==> src/rtl/akmf_pkg.sv <==
`timescale 1ns / 1ps
// ----------------------------------------------------------------------------
// akmf_pkg - shared constants for the key ladder median filter
// Register map codes and key count used by the window check and top level.
// ----------------------------------------------------------------------------
package akmf_pkg;

    // number of configured key levels
    localparam int KEY_COUNT    = 6;
    // register index width on the configuration port
    localparam int CFG_IDX_BITS = 3;

    // configuration register map
    typedef enum logic [CFG_IDX_BITS-1:0] {
        REG_KEY_LEVEL_0  = 3'd0,
        REG_KEY_LEVEL_1  = 3'd1,
        REG_KEY_LEVEL_2  = 3'd2,
        REG_KEY_LEVEL_3  = 3'd3,
        REG_KEY_LEVEL_4  = 3'd4,
        REG_KEY_LEVEL_5  = 3'd5,
        REG_LEVEL_WINDOW = 3'd6
    } t_reg_idx;

endpackage

==> src/rtl/akmf_window.sv <==
`timescale 1ns / 1ps
// ----------------------------------------------------------------------------
// akmf_window - key level window check
// Flags a sample lying within +/- window of any configured key level.
// Lower bound clamps at zero, upper bound is formed one bit wider.
// ----------------------------------------------------------------------------
module akmf_window #(
    parameter int SAMPLE_BITS = 12
) (
    input  logic [SAMPLE_BITS-1:0] i_sample,
    input  logic [SAMPLE_BITS-1:0] i_key_level [akmf_pkg::KEY_COUNT],
    input  logic [SAMPLE_BITS-1:0] i_level_window,
    output logic                   o_is_key
);

    logic [akmf_pkg::KEY_COUNT-1:0] w_hit;

    // one independent bound check per key
    always_comb begin
        logic [SAMPLE_BITS-1:0] lo;
        logic [SAMPLE_BITS:0]   hi;
        for (int k = 0; k < akmf_pkg::KEY_COUNT; k++) begin
            lo = (i_key_level[k] > i_level_window) ? (i_key_level[k] - i_level_window)
                                                   : '0;
            hi = {1'b0, i_key_level[k]} + {1'b0, i_level_window};
            w_hit[k] = (i_sample >= lo) && ({1'b0, i_sample} <= hi);
        end
    end

    assign o_is_key = |w_hit;

endmodule

==> src/rtl/akmf_cell.sv <==
`timescale 1ns / 1ps
// ----------------------------------------------------------------------------
// akmf_cell - one slot of the insertion sorting chain
// Holds one sample; on insert it keeps its value, takes the new sample, or
// takes its lower neighbour's value so the chain stays sorted ascending.
// ----------------------------------------------------------------------------
module akmf_cell #(
    parameter int SAMPLE_BITS = 12
) (
    input  logic                   i_clk,
    input  logic                   i_ins,       // insert strobe
    input  logic                   i_occ,       // slot holds a sample of this run
    input  logic [SAMPLE_BITS-1:0] i_new,       // sample being inserted
    input  logic                   i_prev_lt,   // new sample goes below neighbour
    input  logic [SAMPLE_BITS-1:0] i_prev_val,  // neighbour's value
    output logic                   o_lt,
    output logic [SAMPLE_BITS-1:0] o_val,
    output logic [SAMPLE_BITS-1:0] o_next
);

    logic [SAMPLE_BITS-1:0] r_val;

    // empty slots behave as +infinity
    assign o_lt = !i_occ || (i_new < r_val);

    // shift up from the neighbour, or drop the new sample in here
    always_comb begin
        if (!o_lt) begin
            o_next = r_val;
        end else if (i_prev_lt) begin
            o_next = i_prev_val;
        end else begin
            o_next = i_new;
        end
    end

    always_ff @(posedge i_clk) begin
        if (i_ins) begin
            r_val <= o_next;
        end
    end

    assign o_val = r_val;

endmodule

==> src/rtl/adc_key_median_filter_unit.sv <==
`timescale 1ns / 1ps
// ----------------------------------------------------------------------------
// adc_key_median_filter_unit - median filter for resistor ladder key samples
// Window check against six key levels, then a chain of sorting cells that
// keeps the current run in order; the middle cell gives the median.
// ----------------------------------------------------------------------------
//  channel   | dir | transfer moves
//  s_axis    | in  | tdata: sample
//  m_axis    | out | tdata: median_value; tuser: key_held
//  i_cfg_*   | in  | register index and value, one write per enabled cycle
//
//  One sample per cycle sustained unless the output waits: stage one
//  registers the window result, stage two inserts into the cell chain.
//  Stage one and then the output register lie between input and result.
//  Input stalls only while stage one is full and the output register waits.
//  Sync reset clears control state and config registers; no clearing pass.
// ----------------------------------------------------------------------------
module adc_key_median_filter_unit #(
    parameter int SAMPLE_COUNT = 5,
    parameter int SAMPLE_BITS  = 12
) (
    input  logic                                i_clk,
    input  logic                                i_rst_n,
    // input stream, tdata: sample
    input  logic                                s_axis_tvalid,
    output logic                                s_axis_tready,
    input  logic [((SAMPLE_BITS+7)/8)*8-1:0]    s_axis_tdata,
    // output stream, tdata: median_value
    output logic                                m_axis_tvalid,
    input  logic                                m_axis_tready,
    output logic [((SAMPLE_BITS+7)/8)*8-1:0]    m_axis_tdata,
    // tuser: key_held
    output logic                                m_axis_tuser,
    // configuration writes
    input  logic                                i_cfg_we,
    input  logic [akmf_pkg::CFG_IDX_BITS-1:0]   i_cfg_idx,
    input  logic [SAMPLE_BITS-1:0]              i_cfg_data
);

    localparam int FILL_BITS = $clog2(SAMPLE_COUNT);
    localparam int HALF      = SAMPLE_COUNT / 2;

    // configuration registers
    logic [SAMPLE_BITS-1:0] r_key_level [akmf_pkg::KEY_COUNT];
    logic [SAMPLE_BITS-1:0] r_level_window;

    // stage one
    logic                   r_s1_valid;
    logic [SAMPLE_BITS-1:0] r_s1_sample;
    logic                   r_s1_key;

    // run state
    logic [FILL_BITS-1:0]   r_fill;
    logic                   r_held;

    // output register
    logic                   r_out_valid;
    logic [SAMPLE_BITS-1:0] r_med;
    logic                   r_out_held;

    logic                   w_is_key;
    logic                   w_s1_adv;
    logic                   w_ins;
    logic                   w_emit;
    logic                   w_in_xfer;

    logic [SAMPLE_COUNT-1:0] w_occ;
    logic [SAMPLE_COUNT-1:0] w_lt;
    logic [SAMPLE_COUNT-1:0] w_prev_lt;
    logic [SAMPLE_BITS-1:0]  w_val      [SAMPLE_COUNT];
    logic [SAMPLE_BITS-1:0]  w_next     [SAMPLE_COUNT];
    logic [SAMPLE_BITS-1:0]  w_prev_val [SAMPLE_COUNT];

    // register writes
    always_ff @(posedge i_clk) begin
        if (!i_rst_n) begin
            for (int k = 0; k < akmf_pkg::KEY_COUNT; k++) begin
                r_key_level[k] <= '0;
            end
            r_level_window <= '0;
        end else if (i_cfg_we) begin
            case (akmf_pkg::t_reg_idx'(i_cfg_idx))
                akmf_pkg::REG_KEY_LEVEL_0:  r_key_level[0] <= i_cfg_data;
                akmf_pkg::REG_KEY_LEVEL_1:  r_key_level[1] <= i_cfg_data;
                akmf_pkg::REG_KEY_LEVEL_2:  r_key_level[2] <= i_cfg_data;
                akmf_pkg::REG_KEY_LEVEL_3:  r_key_level[3] <= i_cfg_data;
                akmf_pkg::REG_KEY_LEVEL_4:  r_key_level[4] <= i_cfg_data;
                akmf_pkg::REG_KEY_LEVEL_5:  r_key_level[5] <= i_cfg_data;
                akmf_pkg::REG_LEVEL_WINDOW: r_level_window <= i_cfg_data;
                default: ;
            endcase
        end
    end

    // window check on the incoming sample
    akmf_window #(.SAMPLE_BITS(SAMPLE_BITS)) u_window (
        .i_sample       (s_axis_tdata[SAMPLE_BITS-1:0]),
        .i_key_level    (r_key_level),
        .i_level_window (r_level_window),
        .o_is_key       (w_is_key)
    );

    // handshake
    assign w_s1_adv      = r_s1_valid && (!r_out_valid || m_axis_tready);
    assign s_axis_tready = !r_s1_valid || w_s1_adv;
    assign w_in_xfer     = s_axis_tvalid && s_axis_tready;

    // stage one register
    always_ff @(posedge i_clk) begin
        if (!i_rst_n) begin
            r_s1_valid <= 1'b0;
        end else if (w_in_xfer) begin
            r_s1_valid <= 1'b1;
        end else if (w_s1_adv) begin
            r_s1_valid <= 1'b0;
        end
    end

    always_ff @(posedge i_clk) begin
        if (w_in_xfer) begin
            r_s1_sample <= s_axis_tdata[SAMPLE_BITS-1:0];
            r_s1_key    <= w_is_key;
        end
    end

    // a release sample is dropped; anything else goes into the chain
    assign w_ins  = w_s1_adv && (r_s1_key || !r_held);
    assign w_emit = w_ins && (r_fill == FILL_BITS'(SAMPLE_COUNT - 1));

    // sorting chain, slots below the fill count are live
    for (genvar g = 0; g < SAMPLE_COUNT; g++) begin : g_cell
        assign w_occ[g] = (FILL_BITS'(g) < r_fill);
        if (g == 0) begin : g_first
            assign w_prev_lt[g]  = 1'b0;
            assign w_prev_val[g] = '0;
        end else begin : g_rest
            assign w_prev_lt[g]  = w_lt[g-1];
            assign w_prev_val[g] = w_val[g-1];
        end
        akmf_cell #(.SAMPLE_BITS(SAMPLE_BITS)) u_cell (
            .i_clk      (i_clk),
            .i_ins      (w_ins),
            .i_occ      (w_occ[g]),
            .i_new      (r_s1_sample),
            .i_prev_lt  (w_prev_lt[g]),
            .i_prev_val (w_prev_val[g]),
            .o_lt       (w_lt[g]),
            .o_val      (w_val[g]),
            .o_next     (w_next[g])
        );
    end

    // fill index and held flag
    always_ff @(posedge i_clk) begin
        if (!i_rst_n) begin
            r_fill <= '0;
            r_held <= 1'b0;
        end else if (w_s1_adv) begin
            if (r_s1_key) begin
                r_held <= 1'b1;
            end else if (r_held) begin
                r_held <= 1'b0;
            end
            if (!r_s1_key && r_held) begin
                r_fill <= '0;
            end else if (w_emit) begin
                r_fill <= '0;
            end else begin
                r_fill <= r_fill + 1'b1;
            end
        end
    end

    // output register
    always_ff @(posedge i_clk) begin
        if (!i_rst_n) begin
            r_out_valid <= 1'b0;
        end else if (w_emit) begin
            r_out_valid <= 1'b1;
        end else if (m_axis_tready) begin
            r_out_valid <= 1'b0;
        end
    end

    // held flag after a stored sample equals that sample's key result
    always_ff @(posedge i_clk) begin
        if (w_emit) begin
            r_med      <= w_next[HALF];
            r_out_held <= r_s1_key;
        end
    end

    assign m_axis_tvalid = r_out_valid;
    assign m_axis_tuser  = r_out_held;

    always_comb begin
        m_axis_tdata                  = '0;
        m_axis_tdata[SAMPLE_BITS-1:0] = r_med;
    end

    // checks
    a_fill_range: assert property (@(posedge i_clk) disable iff (!i_rst_n)
        r_fill < FILL_BITS'(SAMPLE_COUNT))
        else $error("fill index out of range");

    a_emit_src: assert property (@(posedge i_clk) disable iff (!i_rst_n)
        $rose(r_out_valid) |-> $past(w_s1_adv) && $past(w_ins))
        else $error("result without a stored sample");

    a_release: assert property (@(posedge i_clk) disable iff (!i_rst_n)
        (w_s1_adv && !r_s1_key && r_held) |=> (r_fill == '0) && !r_held)
        else $error("release did not restart the run");

    a_key_sets: assert property (@(posedge i_clk) disable iff (!i_rst_n)
        (w_s1_adv && r_s1_key) |=> r_held)
        else $error("key sample did not set held flag");

endmodule
==> config.mk <==
export PLATFORM = sky130hd
export DESIGN_NAME = adc_key_median_filter_unit
export DESIGN_NICKNAME = d
export VERILOG_FILES = /design/src/rtl/akmf_pkg.sv /design/src/rtl/akmf_window.sv /design/src/rtl/akmf_cell.sv /design/src/rtl/adc_key_median_filter_unit.sv
export SDC_FILE = /design/constraint.sdc
export NUM_CORES = 1
export LEC_CHECK = 0
export ABC_CLOCK_PERIOD_IN_PS = 8700
export BUFFER_PORTS_ARGS = -buffer_cell sky130_fd_sc_hd__buf_2
export CORE_MARGIN = 3
export CORE_UTILIZATION = 65
export CTS_CLUSTER_SIZE = 40
export DETAILED_ROUTE_END_ITERATION = 7
export PLACE_DENSITY_LB_ADDON = 0.2
export SKIP_CTS_REPAIR_TIMING = 1
export SLEW_MARGIN = 10
export SYNTH_ARGS = -nofsm -noshare
export SYNTH_HDL_FRONTEND = slang
export SYNTH_HIERARCHICAL = 1
export SYNTH_SLANG_ARGS = --single-unit
==> constraint.sdc <==
create_clock -name i_clk -period 8.7 [get_ports i_clk]
set_input_delay 0.435 -clock i_clk [delete_from_list [all_inputs] [get_ports i_clk]]
set_output_delay 0.435 -clock i_clk [all_outputs]
set_load 0.1 [all_outputs]
# ---- Word level (Yosys, flattened, before mapping)
# Cells that the tools add are included.
dict set report totals {
  regBits 152
  word_cells 115
  output_inout_bits 19
}
dict set report classes {
  n_reduce_logical 37
  muxes 16
  eq_ne 7
  order_cmp 24
  addsub 13
}
# cell count
set op_table {}
lappend op_table {{$mux 12} 9}
lappend op_table {{$add 12x12->13} 6}
lappend op_table {{$le 12x13->1} 6}
lappend op_table {{$ge 12x12->1} 6}
lappend op_table {{$gt 12x12->1} 6}
lappend op_table {{$sub 12x12->12} 6}
lappend op_table {{$lt 12x12->1} 3}
lappend op_table {{$reduce_and 2->1} 9}
lappend op_table {{$eq 3x3->1 const B} 4}
lappend op_table {{$logic_and 1x1->1} 11}
lappend op_table {{$logic_not 1->1} 7}
lappend op_table {{$eq 3x2->1 const B} 2}
lappend op_table {{$logic_or 1x1->1} 6}
lappend op_table {{$lt 1x3->1 const A} 2}
lappend op_table {{$mux 3} 2}
lappend op_table {{$reduce_or 6->1} 1}
lappend op_table {{$mux 1} 5}
lappend op_table {{$reduce_bool 2->1} 2}
lappend op_table {{$add 3x1->3 const B} 1}
lappend op_table {{$eq 3x1->1 const B} 1}
lappend op_table {{$logic_not 3->1} 1}
lappend op_table {{$lt 2x3->1 const A} 1}

# ---- Longest topological paths before layout
dict set report depth {
  ltp_word 7
  mapped_depth 20
}

# ---- By module
# The synthesis kept the hierarchy.
# mod cells_per_inst n_inst area_per_inst_um2
set by_module_without_submodules {}
lappend by_module_without_submodules {akmf_window 1341 1 9828.2}
lappend by_module_without_submodules {adc_key_median_filter_unit 449 1 4152.7}
lappend by_module_without_submodules {akmf_cell 77 3 950.9}

# ---- Worst setup path after synthesis
# Ideal clock, no wire load.
dict set report synth_path {
  path_kind {register to register}
  from {register r_level_window[1]}
  to {register r_s1_key, data pin}
  setup_slack_ns 4.075
  t_required_ns 8.428
  path_buffers 1
  setup_time_ns 0.272
  arrival_ns 4.353
  stages_incl_launch_ff 19
  cell_sequence {dfxtp_1 -> inv_1 -> fa_1 -> a211oi_1 -> o21ai_1 -> a31o_2 -> a21oi_1 -> o21ai_0 -> o31a_1 -> clkbuf_1 -> nand2_1 -> ha_1 -> a211oi_1 -> o21ai_0 -> o211ai_1 -> o311ai_0 -> a31oi_1 -> o32ai_1 -> or4b_1}
}
dict set report synth_between {
  elab_chain_cells 5
}
# item line
set synth_lines {}
lappend synth_lines {{start: declaration} adc_key_median_filter_unit.sv:45} ;# logic [SAMPLE_BITS-1:0] r_level_window;
lappend synth_lines {{start signal: assignment} adc_key_median_filter_unit.sv:89} ;# akmf_pkg::REG_LEVEL_WINDOW: r_level_window <= i_cfg_data;
lappend synth_lines {{$sub 12x12->12 / $gt 12x12->1 (equally long branches)} akmf_window.sv:23} ;# lo = (i_key_level[k] > i_level_window) ? (i_key_level[k] - i_level_window)
lappend synth_lines {{$mux 12} akmf_window.sv:23}
lappend synth_lines {{$ge 12x12->1} akmf_window.sv:26} ;# w_hit[k] = (i_sample >= lo) && ({1'b0, i_sample} <= hi);
lappend synth_lines {{$logic_and 1x1->1} akmf_window.sv:26}
lappend synth_lines {{$reduce_or 6->1 (*)} akmf_window.sv:30} ;# assign o_is_key = |w_hit;
lappend synth_lines {{net w_is_key} adc_key_median_filter_unit.sv:61} ;# logic w_is_key;
lappend synth_lines {{end signal: assignment} adc_key_median_filter_unit.sv:122} ;# r_s1_key <= w_is_key;
lappend synth_lines {{end: declaration} adc_key_median_filter_unit.sv:50} ;# logic r_s1_key;
# Mark *: on every way through the listed nets, which the timed path passes. The rest lies on a longest branch.
# A chain may end at the register's enable or synchronous reset.

# ---- Final worst setup path
# Same ends and word-level chain as after synthesis.

==> results.cfg <==
[run_status]
outcome = finished clean

[timing]
rsz0062_at_grt = no
fmax_ghz = 0.1692
fin_skew_ns = 0.01342
tns_ns = 0
drv_slew = 0
period_share_pct = 67.92
slew-limit-headroom_pct = 28.32
whs_ns = 0.2224
max_slew.worst_pin.slew_ns = 1.074
hold_violations = 0
fin_crit_ns = 5.909
setup_violations = 0

[finish]
fin_cells = 2361
mostFrequentLayoutCells = 323 x ha_1, 265 x nand2_1, 215 x a21oi_1
fin_area_um2 = 17700
finalCoreUtilization_pct = 69.90
final_net_count = 2389
antenna_cells = 0
area.growth.synth_to_final_pct = 5.189
fill_cells = 2033
drive_gt1_share_pct = 6.450
final_common_cell = ha_1

[synth]
synth_area_um2 = 16830
yosys_warnings = 6
synth_cells = 2020
syn_avg_cell_area_um2 = 8.332

[die]
io_pins = 55
rows = 58
dieArea_um2 = 27860
core_region_area_um2 = 25330
initial_core_util_pct = 66.45
dieHeight_um = 166.9
die_x_um = 166.9

[global_route]
grt_pass1_vias = 14400
grt_usage_pct = 33.25
grt_pass1_wl_um = 74680
grt_max_degree = 87
antenna_found_initial = 0
grt_overflow = 0

[placed_design]
placed_cells = 2329
place_hpwl_um = 34340
dpl-instance-area_um2 = 17120
finalWeightedCongestion = 0.9423
io_buffer_count = 46

[setup_path]
rr_worst_depth = 17
crit_fanout = 14
ff2ff_setup_slack_ns = 2.79
path_class = reg2reg
rr_endpoint = r_s1_key
endpoint = r_s1_key
crit_start = r_level_window[1]
crit_path_end_kind = flop
worstPathArrival_ns = 6.07
required_ns = 8.87
worst_setup_path_start_kind = flop
r2r_start = r_level_window[1]

[flow_run]
cap_viol_max_count = 0

[pwr]
power_frac_seq_pct = 36.4
p_leak_nw = 7.640
p_int_w = 0.001436
pwr-share-comb_pct = 29.7
pwr-share-clk_pct = 33.9
swShare_pct = 34.72
vdd_ir_drop_max_v = 0.0001509
p_per_area_nw_per_um2 = 124.2
power.switching_w = 0.0007635

[cts]
cts.sinks = 152
htree_levels = 4
clockRootBuffer = clkbuf_16
insertion_delay_ns = 0.44
cts_buffer_depth = 2
clkTransAtPathRegs_ns = 0.07
cts_buffers = 17
cts_tree = built

[drt]
first_iter_violations = 1495
drc = 0
routed-via-count = 15080
antenna_left = 0
wl_per_cell_um = 20.24
vias_per_cell = 6.387
dr.pass1.iters = 6
wl_um = 47790

[min_path]
worstHoldPathCells = 3
hp-class = in2reg
==> metrics by stage <==
| step | power, W | setup slack, ns |
|---|---|---|
| finish | 0.002199 | 2.791 |
| detailed placement | 0.001450 | 2.893 |
| floorplan | 0.001285 | 4.075 |
| global placement | 0.001425 | 3.052 |
| CTS | 0.002191 | 2.888 |
| global route | 0.002310 | 2.518 |
==> registers in the layout, indices dropped and copies added (netlist names) <==
name and count:
g_cell.u_cell/o_val 36, m_axis_tuser 1, m_axis_tvalid 1, r_fill 3, r_held 1, r_key_level 72
r_level_window 12, r_med 12, r_s1_key 1, r_s1_sample 12, r_s1_valid 1
==> routing by layer <==
metal | vias up | part of all wire [%] | track usage [%]
met3 | 140 | 7.5 | 4.320
met2 | 674 | 47 | 56.46
met4 | 0 | 4.2 | 13.41
met1 | 7070 | 42 | 42.94
met5 | - | 0 | 0
li1 | 7196 | - | -
==> worst max-delay path, cell delays in order, from the launching register on <==
cell and delay, ns:
dfxtp_1 1.03, inv_1 0.09, buf_4 0.30, fa_1 0.49, a21o_2 0.22, a221oi_1 0.37
o21ai_1 0.21, a221oi_1 0.51, a41oi_1 0.29, nand2_1 0.22, ha_1 0.25, o21ai_0 0.15
a21oi_1 0.06, o31ai_1 0.23, a31oi_1 0.12, o32a_1 0.21, a31oi_1 0.41, or4b_1 0.48
==> power by group through the flow <==
stage	clock network [W]	registers (W)	logic, W
final	0.000745	0.000801	0.000652
after global routing	0.000781	0.000804	0.000725
after CTS	0.000753	0.000801	0.000637
after detailed placement	0	0.000817	0.000633
after global placement	0	0.000815	0.000609
after floorplan	0	0.000804	0.000481
==> layout make-up <==
cell class / count / area (µm²) / area share (%)
Multi-Input combinational cell: 1672 / 12310 / 69.55
Tap cell: 330 / 412.9 / 2.332
Inverter: 125 / 469.2 / 2.650
Clock buffer: 17 / 425.4 / 2.403
Timing Repair Buffer: 50 / 260.3 / 1.470
Clock inverter: 15 / 160.2 / 0.9047
Sequential cell: 152 / 3664 / 20.69
==> worst min-delay path by stage <==
stage	startpoint	end	slack [ns]
after detailed placement	r_held	r_held	0.46
after global placement	r_held	r_held	0.45
after CTS	s_axis_tvalid	r_s1_valid	0.22
after global routing	s_axis_tdata[0]	r_s1_sample[0]	0.23
after floorplan	r_held	r_held	0.45
final	s_axis_tvalid	r_s1_valid	0.22
(Power assumes the default switching activity.)
